===== config.mk =====
export PLATFORM = sky130hd
export DESIGN_NAME = counting_semaphore_table
export DESIGN_NICKNAME = d
export VERILOG_FILES = /design/src/hw/rtl/cst_pkg.sv /design/src/hw/rtl/cst_ram.sv /design/src/hw/rtl/cst_ctrl.sv /design/src/hw/rtl/cst_datapath.sv /design/src/hw/rtl/counting_semaphore_table.sv
export SDC_FILE = /design/constraint.sdc
export NUM_CORES = 1
export LEC_CHECK = 0
export BUFFER_PORTS_ARGS = -buffer_cell sky130_fd_sc_hd__buf_2
export CELL_PAD_IN_SITES_DETAIL_PLACEMENT = 0
export CELL_PAD_IN_SITES_GLOBAL_PLACEMENT = 1
export CORE_MARGIN = 2
export CORE_UTILIZATION = 45
export DETAILED_ROUTE_END_ITERATION = 8
export PLACE_DENSITY_LB_ADDON = 0.1
export SYNTH_ARGS = -nofsm -noshare
export SYNTH_HDL_FRONTEND = slang
export SYNTH_HIERARCHICAL = 1
export SYNTH_SLANG_ARGS = --single-unit

===== constraint.sdc =====
create_clock -name i_clk -period 7.7 [get_ports i_clk]
set_input_delay 2.31 -clock i_clk [delete_from_list [all_inputs] [get_ports i_clk]]
set_output_delay 2.31 -clock i_clk [all_outputs]
set_load 0.05 [all_outputs]

===== src/hw/rtl/cst_pkg.sv =====
// Shared types and constants for the counting semaphore table.
// Holds the word formats of both channels, the operation and status codes,
// and the controller-to-datapath command struct. Depends on nothing.
package cst_pkg;

    localparam int NUM_SEMAPHORES = 64;
    localparam int IDX_W          = (NUM_SEMAPHORES > 1) ? $clog2(NUM_SEMAPHORES) : 1;
    localparam int GRP_SIZE       = 8;
    localparam int LOW_W          = (GRP_SIZE > 1) ? $clog2(GRP_SIZE) : 1;
    localparam int NUM_GROUPS     = (NUM_SEMAPHORES + GRP_SIZE - 1) / GRP_SIZE;
    localparam int GIDX_W         = (NUM_GROUPS > 1) ? $clog2(NUM_GROUPS) : 1;
    localparam int CNT_W          = 16;
    localparam int HANDLE_W       = 6;

    localparam logic signed [CNT_W-1:0] CNT_MAX = 16'sh7fff;
    localparam logic signed [CNT_W-1:0] CNT_MIN = 16'sh8000;

    typedef enum logic [1:0] {
        KIND_CREATE = 2'd0,
        KIND_DELETE = 2'd1,
        KIND_WAIT   = 2'd2,
        KIND_SIGNAL = 2'd3
    } t_kind;

    typedef enum logic [1:0] {
        ST_OK    = 2'd0,
        ST_ERR   = 2'd1,
        ST_BLOCK = 2'd2
    } t_status;

    typedef struct packed {
        t_kind                   kind;
        logic signed [CNT_W-1:0] sem_id;
        logic signed [CNT_W-1:0] initial_count;
    } t_in_word;

    typedef struct packed {
        t_status               status;
        logic [HANDLE_W-1:0]   handle_out;
    } t_out_word;

    typedef struct packed {
        logic capture;
        logic commit;
    } t_cmd;

endpackage


===== src/hw/rtl/cst_ram.sv =====
// Generic single-write, single-read RAM with a registered read port.
// Used for the semaphore count storage. Depends on nothing.
module cst_ram #(
    parameter int WIDTH = 16,
    parameter int DEPTH = 64
) (
    input  logic                                        i_clk,
    input  logic                                        i_wr_en,
    input  logic [((DEPTH > 1) ? $clog2(DEPTH) : 1)-1:0] i_wr_addr,
    input  logic [WIDTH-1:0]                            i_wr_data,
    input  logic                                        i_rd_en,
    input  logic [((DEPTH > 1) ? $clog2(DEPTH) : 1)-1:0] i_rd_addr,
    output logic [WIDTH-1:0]                            o_rd_data
);

    logic [WIDTH-1:0] r_mem [DEPTH];
    logic [WIDTH-1:0] r_rd_data;

    always_ff @(posedge i_clk) begin
        if (i_wr_en) begin
            r_mem[i_wr_addr] <= i_wr_data;
        end
        if (i_rd_en) begin
            r_rd_data <= r_mem[i_rd_addr];
        end
    end

    assign o_rd_data = r_rd_data;

endmodule


===== src/hw/rtl/cst_ctrl.sv =====
// Sequencing controller for the counting semaphore table.
// Accepts one word, lets the datapath execute it, and owns the output valid.
// Depends on cst_pkg.
module cst_ctrl (
    input  logic          i_clk,
    input  logic          i_rst_n,
    input  logic          i_in_valid,
    output logic          o_in_ready,
    output logic          o_out_valid,
    input  logic          i_out_ready,
    output cst_pkg::t_cmd o_cmd
);

    typedef enum logic [0:0] {
        S_IDLE,
        S_EXEC
    } t_state;

    t_state r_state;
    t_state n_state;
    logic   r_out_valid;
    logic   n_out_valid;
    logic   accept;
    logic   commit;

    assign o_in_ready = (r_state == S_IDLE);
    assign accept     = i_in_valid && o_in_ready;
    assign commit     = (r_state == S_EXEC) && (!r_out_valid || i_out_ready);

    always_comb begin
        n_state     = r_state;
        n_out_valid = r_out_valid && !i_out_ready;
        unique case (r_state)
            S_IDLE: begin
                if (accept) begin
                    n_state = S_EXEC;
                end
            end
            S_EXEC: begin
                if (commit) begin
                    n_state     = S_IDLE;
                    n_out_valid = 1'b1;
                end
            end
            default: begin
                n_state = S_IDLE;
            end
        endcase
    end

    always_ff @(posedge i_clk) begin
        if (!i_rst_n) begin
            r_state     <= S_IDLE;
            r_out_valid <= 1'b0;
        end else begin
            r_state     <= n_state;
            r_out_valid <= n_out_valid;
        end
    end

    assign o_out_valid    = r_out_valid;
    assign o_cmd.capture  = accept;
    assign o_cmd.commit   = commit;

    a_accept_to_exec: assert property (@(posedge i_clk) disable iff (!i_rst_n)
        accept |=> (r_state == S_EXEC))
        else $error("Accepted word did not move the controller to execute.");

    a_commit_shows_result: assert property (@(posedge i_clk) disable iff (!i_rst_n)
        commit |=> (r_out_valid && r_state == S_IDLE))
        else $error("Committed word did not produce a pending result.");

    a_capture_commit_apart: assert property (@(posedge i_clk) disable iff (!i_rst_n)
        !(o_cmd.capture && o_cmd.commit))
        else $error("Capture and commit were issued in the same cycle.");

endmodule


===== src/hw/rtl/cst_datapath.sv =====
// Datapath of the counting semaphore table: valid bits, written bits, the
// count RAM, the free-entry search tree and the result register.
// Depends on cst_pkg and cst_ram.
module cst_datapath (
    input  logic               i_clk,
    input  logic               i_rst_n,
    input  cst_pkg::t_cmd      i_cmd,
    input  cst_pkg::t_in_word  i_in_word,
    output cst_pkg::t_out_word o_out_word
);

    localparam int N      = cst_pkg::NUM_SEMAPHORES;
    localparam int IDX_W  = cst_pkg::IDX_W;
    localparam int GRP    = cst_pkg::GRP_SIZE;
    localparam int NGRP   = cst_pkg::NUM_GROUPS;
    localparam int LOW_W  = cst_pkg::LOW_W;
    localparam int GIDX_W = cst_pkg::GIDX_W;
    localparam int CNT_W  = cst_pkg::CNT_W;

    cst_pkg::t_in_word  r_req;
    cst_pkg::t_out_word r_out_word;
    cst_pkg::t_out_word n_out_word;

    logic [N-1:0]          r_valid;
    logic [N-1:0]          r_written;
    logic [NGRP-1:0]       r_grp_free;
    logic [NGRP-1:0]       n_grp_free;
    logic [LOW_W-1:0]      r_grp_low [NGRP];
    logic [LOW_W-1:0]      n_grp_low [NGRP];
    logic [NGRP*GRP-1:0]   pad_valid;

    logic [IDX_W-1:0]        req_slot;
    logic                    in_range;
    logic                    ent_valid;
    logic [CNT_W-1:0]        rd_data;
    logic signed [CNT_W-1:0] ent_count;
    logic                    found;
    logic [GIDX_W-1:0]       found_grp;
    logic [IDX_W-1:0]        free_idx;

    logic                    wr_en;
    logic [IDX_W-1:0]        wr_addr;
    logic signed [CNT_W-1:0] wr_data;
    logic                    set_valid;
    logic                    clr_valid;

    always_comb begin
        pad_valid        = '1;
        pad_valid[N-1:0] = r_valid;
        for (int g = 0; g < NGRP; g++) begin
            n_grp_free[g] = ~&pad_valid[g*GRP +: GRP];
            n_grp_low[g]  = '0;
            for (int j = GRP - 1; j >= 0; j--) begin
                if (!pad_valid[g*GRP + j]) begin
                    n_grp_low[g] = LOW_W'(j);
                end
            end
        end
    end

    always_ff @(posedge i_clk) begin
        r_grp_free <= n_grp_free;
        for (int g = 0; g < NGRP; g++) begin
            r_grp_low[g] <= n_grp_low[g];
        end
    end

    always_comb begin
        found     = 1'b0;
        found_grp = '0;
        for (int g = NGRP - 1; g >= 0; g--) begin
            if (r_grp_free[g]) begin
                found     = 1'b1;
                found_grp = GIDX_W'(g);
            end
        end
    end

    assign free_idx  = IDX_W'({found_grp, r_grp_low[found_grp]});
    assign req_slot  = r_req.sem_id[IDX_W-1:0];
    assign in_range  = !r_req.sem_id[CNT_W-1] &&
                       (r_req.sem_id[CNT_W-2:0] < (CNT_W-1)'(N));
    assign ent_valid = r_valid[req_slot];
    assign ent_count = r_written[req_slot] ? $signed(rd_data) : '0;

    always_comb begin
        n_out_word.status     = cst_pkg::ST_ERR;
        n_out_word.handle_out = '0;
        wr_en                 = 1'b0;
        wr_addr               = req_slot;
        wr_data               = ent_count;
        set_valid             = 1'b0;
        clr_valid             = 1'b0;
        unique case (r_req.kind)
            cst_pkg::KIND_CREATE: begin
                if (found) begin
                    n_out_word.status     = cst_pkg::ST_OK;
                    n_out_word.handle_out = cst_pkg::HANDLE_W'(free_idx);
                    wr_en                 = 1'b1;
                    wr_addr               = free_idx;
                    wr_data               = r_req.initial_count;
                    set_valid             = 1'b1;
                end
            end
            cst_pkg::KIND_DELETE: begin
                if (in_range && ent_valid) begin
                    n_out_word.status = cst_pkg::ST_OK;
                    clr_valid         = 1'b1;
                end
            end
            cst_pkg::KIND_WAIT: begin
                if (in_range) begin
                    if (ent_valid && ent_count <= 0) begin
                        n_out_word.status = cst_pkg::ST_BLOCK;
                    end else begin
                        n_out_word.status = cst_pkg::ST_OK;
                        wr_en             = 1'b1;
                        if (ent_count != cst_pkg::CNT_MIN) begin
                            wr_data = ent_count - 16'sd1;
                        end
                    end
                end
            end
            cst_pkg::KIND_SIGNAL: begin
                if (in_range && ent_valid) begin
                    n_out_word.status = cst_pkg::ST_OK;
                    wr_en             = 1'b1;
                    if (ent_count != cst_pkg::CNT_MAX) begin
                        wr_data = ent_count + 16'sd1;
                    end
                end
            end
            default: begin
                n_out_word.status = cst_pkg::ST_ERR;
            end
        endcase
    end

    cst_ram #(
        .WIDTH (CNT_W),
        .DEPTH (N)
    ) u_count_ram (
        .i_clk     (i_clk),
        .i_wr_en   (i_cmd.commit && wr_en),
        .i_wr_addr (wr_addr),
        .i_wr_data (wr_data),
        .i_rd_en   (i_cmd.capture),
        .i_rd_addr (i_in_word.sem_id[IDX_W-1:0]),
        .o_rd_data (rd_data)
    );

    always_ff @(posedge i_clk) begin
        if (i_cmd.capture) begin
            r_req <= i_in_word;
        end
        if (i_cmd.commit) begin
            r_out_word <= n_out_word;
        end
    end

    always_ff @(posedge i_clk) begin
        if (!i_rst_n) begin
            r_valid   <= '0;
            r_written <= '0;
        end else if (i_cmd.commit) begin
            if (wr_en) begin
                r_written[wr_addr] <= 1'b1;
            end
            if (set_valid) begin
                r_valid[wr_addr] <= 1'b1;
            end
            if (clr_valid) begin
                r_valid[req_slot] <= 1'b0;
            end
        end
    end

    assign o_out_word = r_out_word;

    a_create_sets_valid: assert property (@(posedge i_clk) disable iff (!i_rst_n)
        (i_cmd.commit && set_valid) |=> r_valid[$past(free_idx)])
        else $error("Successful create left its entry free.");

    a_delete_clears_valid: assert property (@(posedge i_clk) disable iff (!i_rst_n)
        (i_cmd.commit && clr_valid) |=> !r_valid[$past(req_slot)])
        else $error("Successful delete left its entry valid.");

    a_block_keeps_table: assert property (@(posedge i_clk) disable iff (!i_rst_n)
        (i_cmd.commit && n_out_word.status == cst_pkg::ST_BLOCK) |=>
        (r_valid == $past(r_valid) && r_written == $past(r_written)))
        else $error("A blocked wait changed the table.");

endmodule


===== src/hw/rtl/counting_semaphore_table.sv =====
// Top level of the counting semaphore table.
// Joins the sequencing controller and the datapath. Depends on cst_pkg,
// cst_ctrl and cst_datapath.
//
// Usage: each input word carries one operation (create, delete, wait or
// signal), a handle and an initial count, and gives exactly one output word
// with a status and, for a successful create, the claimed handle.
// Both channels use valid and ready; a word moves when both are high.
// The block takes one word, reads the addressed count from the count RAM in
// the accept cycle, and in the execute state computes the result, writes
// the updated count and valid bit back, and loads the output register.
// The output valid is registered and rises once the commit has loaded the
// output register; a new word is only accepted in the idle state, as each
// word reads, modifies and writes back one count RAM entry. A create finds
// the lowest free entry through a registered two-level search over the
// valid bits.
// When the receiver stalls, the finished word waits in the output register
// while the next word is still accepted; that word then holds in the execute
// state until the output register is taken.
// Reset clears all valid bits and marks every count as zero at once; the
// block is ready in the first cycle after reset.
module counting_semaphore_table (
    input  logic               i_clk,
    input  logic               i_rst_n,
    input  logic               i_in_valid,
    output logic               o_in_ready,
    input  cst_pkg::t_in_word  i_in_word,
    output logic               o_out_valid,
    input  logic               i_out_ready,
    output cst_pkg::t_out_word o_out_word
);

    cst_pkg::t_cmd cmd;

    cst_ctrl u_ctrl (
        .i_clk       (i_clk),
        .i_rst_n     (i_rst_n),
        .i_in_valid  (i_in_valid),
        .o_in_ready  (o_in_ready),
        .o_out_valid (o_out_valid),
        .i_out_ready (i_out_ready),
        .o_cmd       (cmd)
    );

    cst_datapath u_datapath (
        .i_clk      (i_clk),
        .i_rst_n    (i_rst_n),
        .i_cmd      (cmd),
        .i_in_word  (i_in_word),
        .o_out_word (o_out_word)
    );

endmodule

==> impl_metrics.ini, run 1 <==
[run_status]
status = finished clean

[pwr]
combPwrFrac_pct = 6.8
max-vdd-ir-drop_mv = 0.206
pwr-share-seq_pct = 51.0
power.internal_mw = 11.4
p_leak_nw = 18.3
swShare_pct = 23.0
clock_power_share_pct = 42.2
p_switching_mw = 3.39
power_density_mw_per_mm2 = 258

[logic_synthesis]
synth_area_mm2 = 0.0509
syn_area_per_cell_um2 = 16.6
yosysSeqAreaShare_pct = 70.2
ys_seq_elements = 1244
ys.flop_type = edfxtp_1
synthArstFlopShare_pct = 0
yosysTopAreaCellShare_pct = 63.8
syn-num-nets = 3115
ys_warn_count = 6
synthDistinctLibCells = 102
synth.area.top_cells = edfxtp_1, mux4_2, dfxtp_1, mux2i_1, nand2_1
synth_edf_count = 1082
synth_cells = 3075
yosysTopAreaCell = edfxtp_1

[timing]
tightest_slew_ns = 1.37
relSlewSlack_pct = 8.38
setup_violations = 0
clock_skew_ns = 0.0497
finalHoldViolCount = 0
finalSetupTns_ns = 0
final.period_utilization_pct = 84.1
rsz0062_at_grt = no
fin_crit_ns = 6.48
drv_slew = 0
fmax_mhz = 154
setup_ws_ns = 1.22

[detailed_routing]
wl_met3_um = 9340
finalWirelength_um = 144000
route.detailed.drc = 0
drtIter0Drc = 3127
vias = 29193
drt_pre_antenna_iters = 6
wl_met2_um = 66800
detail_route.wl_per_cell_um = 29.9
ant_nets = 0
drt-met1-wl_um = 64000
maxUsedRoutingLayer = met5
detail_route.vias_per_cell = 6.07

[setup_path]
worstSetupPathType = reg -> reg
worstPathMaxFanout = 41
crit_chain = buf_4 > inv_1 > nand2_1 > o221ai_1 > o211ai_1 > and4b_4 > nand2_2 > and2_1 > inv_1 > ha_1 > nand2_1 > a221oi_2 > a311oi_4 > a21oi_1 > a21oi_1 > o21bai_4 > buf_4
crit_start = u_datapath/r_req[18]
start_kind = flip-flop
cp_slowest_stage_delay_ns = 1.00
arrival_ns = 7.03
worstPathRequired_ns = 8.25
crit_path_top_delay_cell = edfxtp_1
cp-end-kind = flip-flop
reg2reg_from = u_datapath/r_req[18]

[floorplan]
die_height_um = 340
initial_core_util_pct = 45.3
dieArea_mm2 = 0.116
die_x_um = 340
rows = 123
core_mm2 = 0.112
ios = 48

[grt]
grt_max_degree = 74
antenna_found_initial = 6
grt_usage_pct = 24.8
globalRouteOverflowTotal = 0
grt_pass1_wl_um = 208000
grt_pass1_vias = 28972

[worst_hold_path]
hp-class = reg -> reg
hp-start = u_datapath/r_written[27]

[clock_network]
clk_pin_slew_ns = 0.06
cts_resized = 0
ctsLongestPathBuffers = 3
clkSinkCount = 1244
cts_tree = built
cts-root-buf = clkbuf_16
postCtsSetupBuffers = 0
ctsHoldBuffers = 0
cts_buffers = 136
clk_latency_ns = 0.76
h-tree-depth = 4

[finish]
layout.nets = 3241
most-common-layout-cells = edfxtp_1, nand2_1, mux4_2
syn2layout_area_growth_pct = 12.6
fillers = 9383
multiInputGateArea_mm2 = 0.0141
final_common_cell = edfxtp_1
seq_area_mm2 = 0.0357
drive_gt1_share_pct = 21.3

[placement]
port_buffers = 47
dp_hpwl_um = 90300
place_ws_ns = 1.32
gp_congestion = 0.897

[flow_run]
drv_cap = 0
## power by group through the flow
stage | Clock [mW] | Sequential, mW | Combinational, mW
floorplan | 0 | 7.68 | 0.608
detailed placement | 0 | 7.68 | 1.01
finish | 6.24 | 7.54 | 1.00
global route | 6.66 | 7.54 | 1.07
CTS | 6.38 | 7.54 | 1.01
global placement | 0 | 7.68 | 0.989
## cell families after synthesis
family	after synthesis	share of synthesized area [%]
compound gates	525	7.35
flops	1244	70.2
buf+inv	210	2.44
fa+ha+maj	2	0.0491
simple gates	705	6.49
xor+xnor	9	0.155
mux	380	13.3
## worst max-delay path: cells and delay by family (launching register included)
kind            cells  cell delay [ns]
compound gates      7             2.23
buf+inv             4             1.26
simple gates        5             1.19
flops               1             1.00
fa+ha+maj           1             0.49
## per-stage QoR
stage / hold WS (ns) / std cells / util (%) / instance area, um2 / total power [mW]
6_report: 0.457 / 4808 / 51.1 / 57400 / 14.8
5_1_grt: 0.472 / 4805 / 51.1 / 57400 / 15.3
4_1_cts: 0.456 / 4805 / 51.1 / 57400 / 14.9
3_5_place_dp: 0.442 / 4563 / 47.3 / 53100 / 8.69
3_3_place_gp: 0.450 / 4563 / 47.3 / 53100 / 8.67
2_1_floorplan: 0.419 / 3075 / - / 50900 / 8.28
## sequential cells by signal, summed over array words and instances (netlist names)
register	cells
u_datapath/o_out_word	8
u_ctrl/r_state	1
u_datapath/r_req	34
u_datapath/r_grp_low	24
u_datapath/u_count_ram/r_mem	1024
u_ctrl/o_out_valid	1
u_datapath/u_count_ram/o_rd_data	16
u_datapath/r_written	64
u_datapath/pad_valid	64
u_datapath/r_grp_free	8
## final cells by class
cell class	instances	share of cell area, %
Sequential cell	1244	62.3
Multi-Input combinational cell	1621	24.6
Clock buffer	167	6.21
Tap cell	1500	3.27
Timing Repair Buffer	169	2.17
Clock inverter	75	1.22
Inverter	29	0.190
Antenna cell	3	0.0131
## cells in the mapped netlist (52+ instances only)
master	n
a22oi_1	53
a21oi_1	110
mux4_2	230
nor2_1	212
o21ai_0	90
o31ai_1	52
nand3_1	59
dfxtp_1	162
mux2i_1	107
nand2_1	244
clkbuf_1	63
buf_2	54
edfxtp_1	1082
## path summary, 6_finish.rpt
| kind | to | slack (ns) | cells past startpoint |
|---|---|---|---|
| worst min register to register | u_datapath/r_written[27] | 0.46 | 2 |
| worst min-delay path | u_datapath/r_written[27] | 0.46 | 2 |
| worst max register to register | u_datapath/u_count_ram/r_mem[26][3] | 1.22 | 17 |
| worst max-delay path | u_datapath/u_count_ram/r_mem[26][3] | 1.22 | 17 |
## per-layer routing
| layer | vias to the layer above | global-route usage [%] |
|---|---|---|
| met4 | 2 | 6.65 |
| li1 | 12581 | - |
| met3 | 182 | 3.93 |
| met1 | 15401 | 36.7 |
| met5 | - | 0.204 |
| met2 | 1027 | 38.5 |
No activity file was read; power rests on OpenSTA's default activity.
==> run 2: changes to the inputs <==
clock period = 6.14 ns   (was 7.7 ns; I/O delays follow)
==> impl_metrics.ini, run 2 (synthesis gave the netlist of run 1 again) <==
[run_status]
status = finished clean

[worst_hold_path]
hold_path_depth = 2
hp-class = reg -> reg

[finish]
largest-register = u_datapath/u_count_ram/r_mem
final_common_cell = edfxtp_1
drive_gt1_share_pct = 21.9
syn2layout_area_growth_pct = 12.9
most-common-layout-cells = edfxtp_1, nand2_1, mux4_2
largest_register_ffs = 1024
layout.nets = 3261

[grt]
grt-busiest-layer = met2
grtUsageMet3_pct = 4.18
grt_usage_pct = 25.0
globalRouteOverflowTotal = 0
grt_max_degree = 109
antenna_found_initial = 7
grtUsageMet2_pct = 39.5
grt_pass1_vias = 29043
grt_pass1_wl_um = 209000
use_met1_pct = 36.3

[timing]
relSlewSlack_pct = 30.5
setup_ws_ns = 0.520
rsz0062_at_grt = no
setup_violations = 0
fmax_mhz = 178
tightest_slew_ns = 1.04
finalHoldViolCount = 0
drv_slew = 0
fin_crit_ns = 5.62
final.period_utilization_pct = 91.5
clock_skew_ns = 0.0367
finalSetupTns_ns = 0

[detailed_routing]
detail_route.vias_per_cell = 6.04
route.detailed.drc = 0
vias = 29169
detail_route.wl_per_cell_um = 29.9
ant_nets = 0
drt_pre_antenna_iters = 6
drtIter0Drc = 2954
finalWirelength_um = 144000

[setup_path]
cp_slowest_stage_delay_ns = 0.78
worstPathMaxFanout = 33
start_kind = flip-flop
worstSetupPathType = reg -> reg
cp-end-kind = flip-flop
crit_path_top_delay_cell = edfxtp_1
path_delay_family = compound AO/OA/AOI/OAI gates
cp_num_buf_inv = 3
path_depth = 16
worstRegToRegCells = 16
crit_chain = inv_1 > a221oi_1 > o32ai_1 > and2_1 > o21ai_1 > nand2_2 > and2_1 > inv_1 > ha_1 > nand2_1 > a221oi_2 > a311oi_4 > a21oi_1 > xnor2_1 > a221o_2 > buf_4
arrival_ns = 6.12
worstPathRequired_ns = 6.64

[clock_network]
h-tree-depth = 4
cts_buffers = 135
clkSinkCount = 1244
ctsLongestPathBuffers = 3
clk_latency_ns = 0.75
cts_tree = built
clk_pin_slew_ns = 0.06
cts-root-buf = clkbuf_16
postCtsSetupBuffers = 0

[floorplan]
rows = 123
initial_core_util_pct = 45.3
core_mm2 = 0.112
die_height_um = 340
die_x_um = 340
ios = 48
dieArea_mm2 = 0.116

[placement]
gp_congestion = 0.881
port_buffers = 47
place_ws_ns = 0.460
dp_hpwl_um = 89800

[pwr]
power_density_mw_per_mm2 = 320
p_leak_nw = 18.4
max-vdd-ir-drop_mv = 0.245

[flow_run]
drv_cap = 0
[run 2: final cells by class]
class / count / area [um2]
sequential: 1244 / 35700
fill: 9253 / 54900
clock inverter: 60 / 408
inverter: 29 / 109
timing repair buffer: 190 / 1430
tap: 1500 / 1880
clock buffer: 182 / 3770
multi-input combinational: 1621 / 14100
antenna: 1 / 2.50
[run 2: worst min-delay path, delay by kind of cell, from the launching register on]
| family | cells | cell delay, ns |
|---|---|---|
| AO/OA/AOI/OAI | 1 | 0.05 |
| flip-flops | 1 | 0.32 |
| AND/OR/NAND/NOR | 1 | 0.05 |
[run 2: path summary, 6_finish.rpt]
path	start	to	slack [ns]
setup / recovery	u_datapath/r_req[20]	u_datapath/u_count_ram/r_mem[29][0]	0.52
hold / removal	u_datapath/r_written[35]	u_datapath/r_written[35]	0.45
setup reg to reg	u_datapath/r_req[20]	u_datapath/u_count_ram/r_mem[29][0]	0.52
hold reg to reg	u_datapath/r_written[35]	u_datapath/r_written[35]	0.45
[run 2: layer usage]
layer	wire length, um	up-vias
li1	-	12614
met1	63800	15319
met2	68400	1051
met3	9210	185
met4	2880	0
met5	0	-
[run 2: through the flow]
step                hold slack [ns]  util [%]  area (um2)  power, mW  std cells
finish                        0.453      51.2       57500       18.4       4827
global route                  0.471      51.2       57500       19.0       4826
CTS                           0.454      51.1       57500       18.6       4826
detailed placement            0.441      47.4       53300       10.9       4584
global placement              0.436      47.4       53300       10.9       4584
floorplan                     0.419         -       50900       10.4       3075
[run 2: power breakdown]
group	switching (mW)	internal, mW	total [mW]
combinational	0.912	0.363	1.27
sequential	0.0490	9.40	9.45
clock	3.24	4.40	7.64
total	4.20	14.2	18.4
[run 2: repair_timing]
| item | 4_1_cts | 5_1_grt |
|---|---|---|
| resized for setup | 0 | 2 |
| hold buffers | 0 | 0 |
| endpoints found under the hold margin | 0 | 0 |
| endpoints found under the setup margin | 0 | 96 |
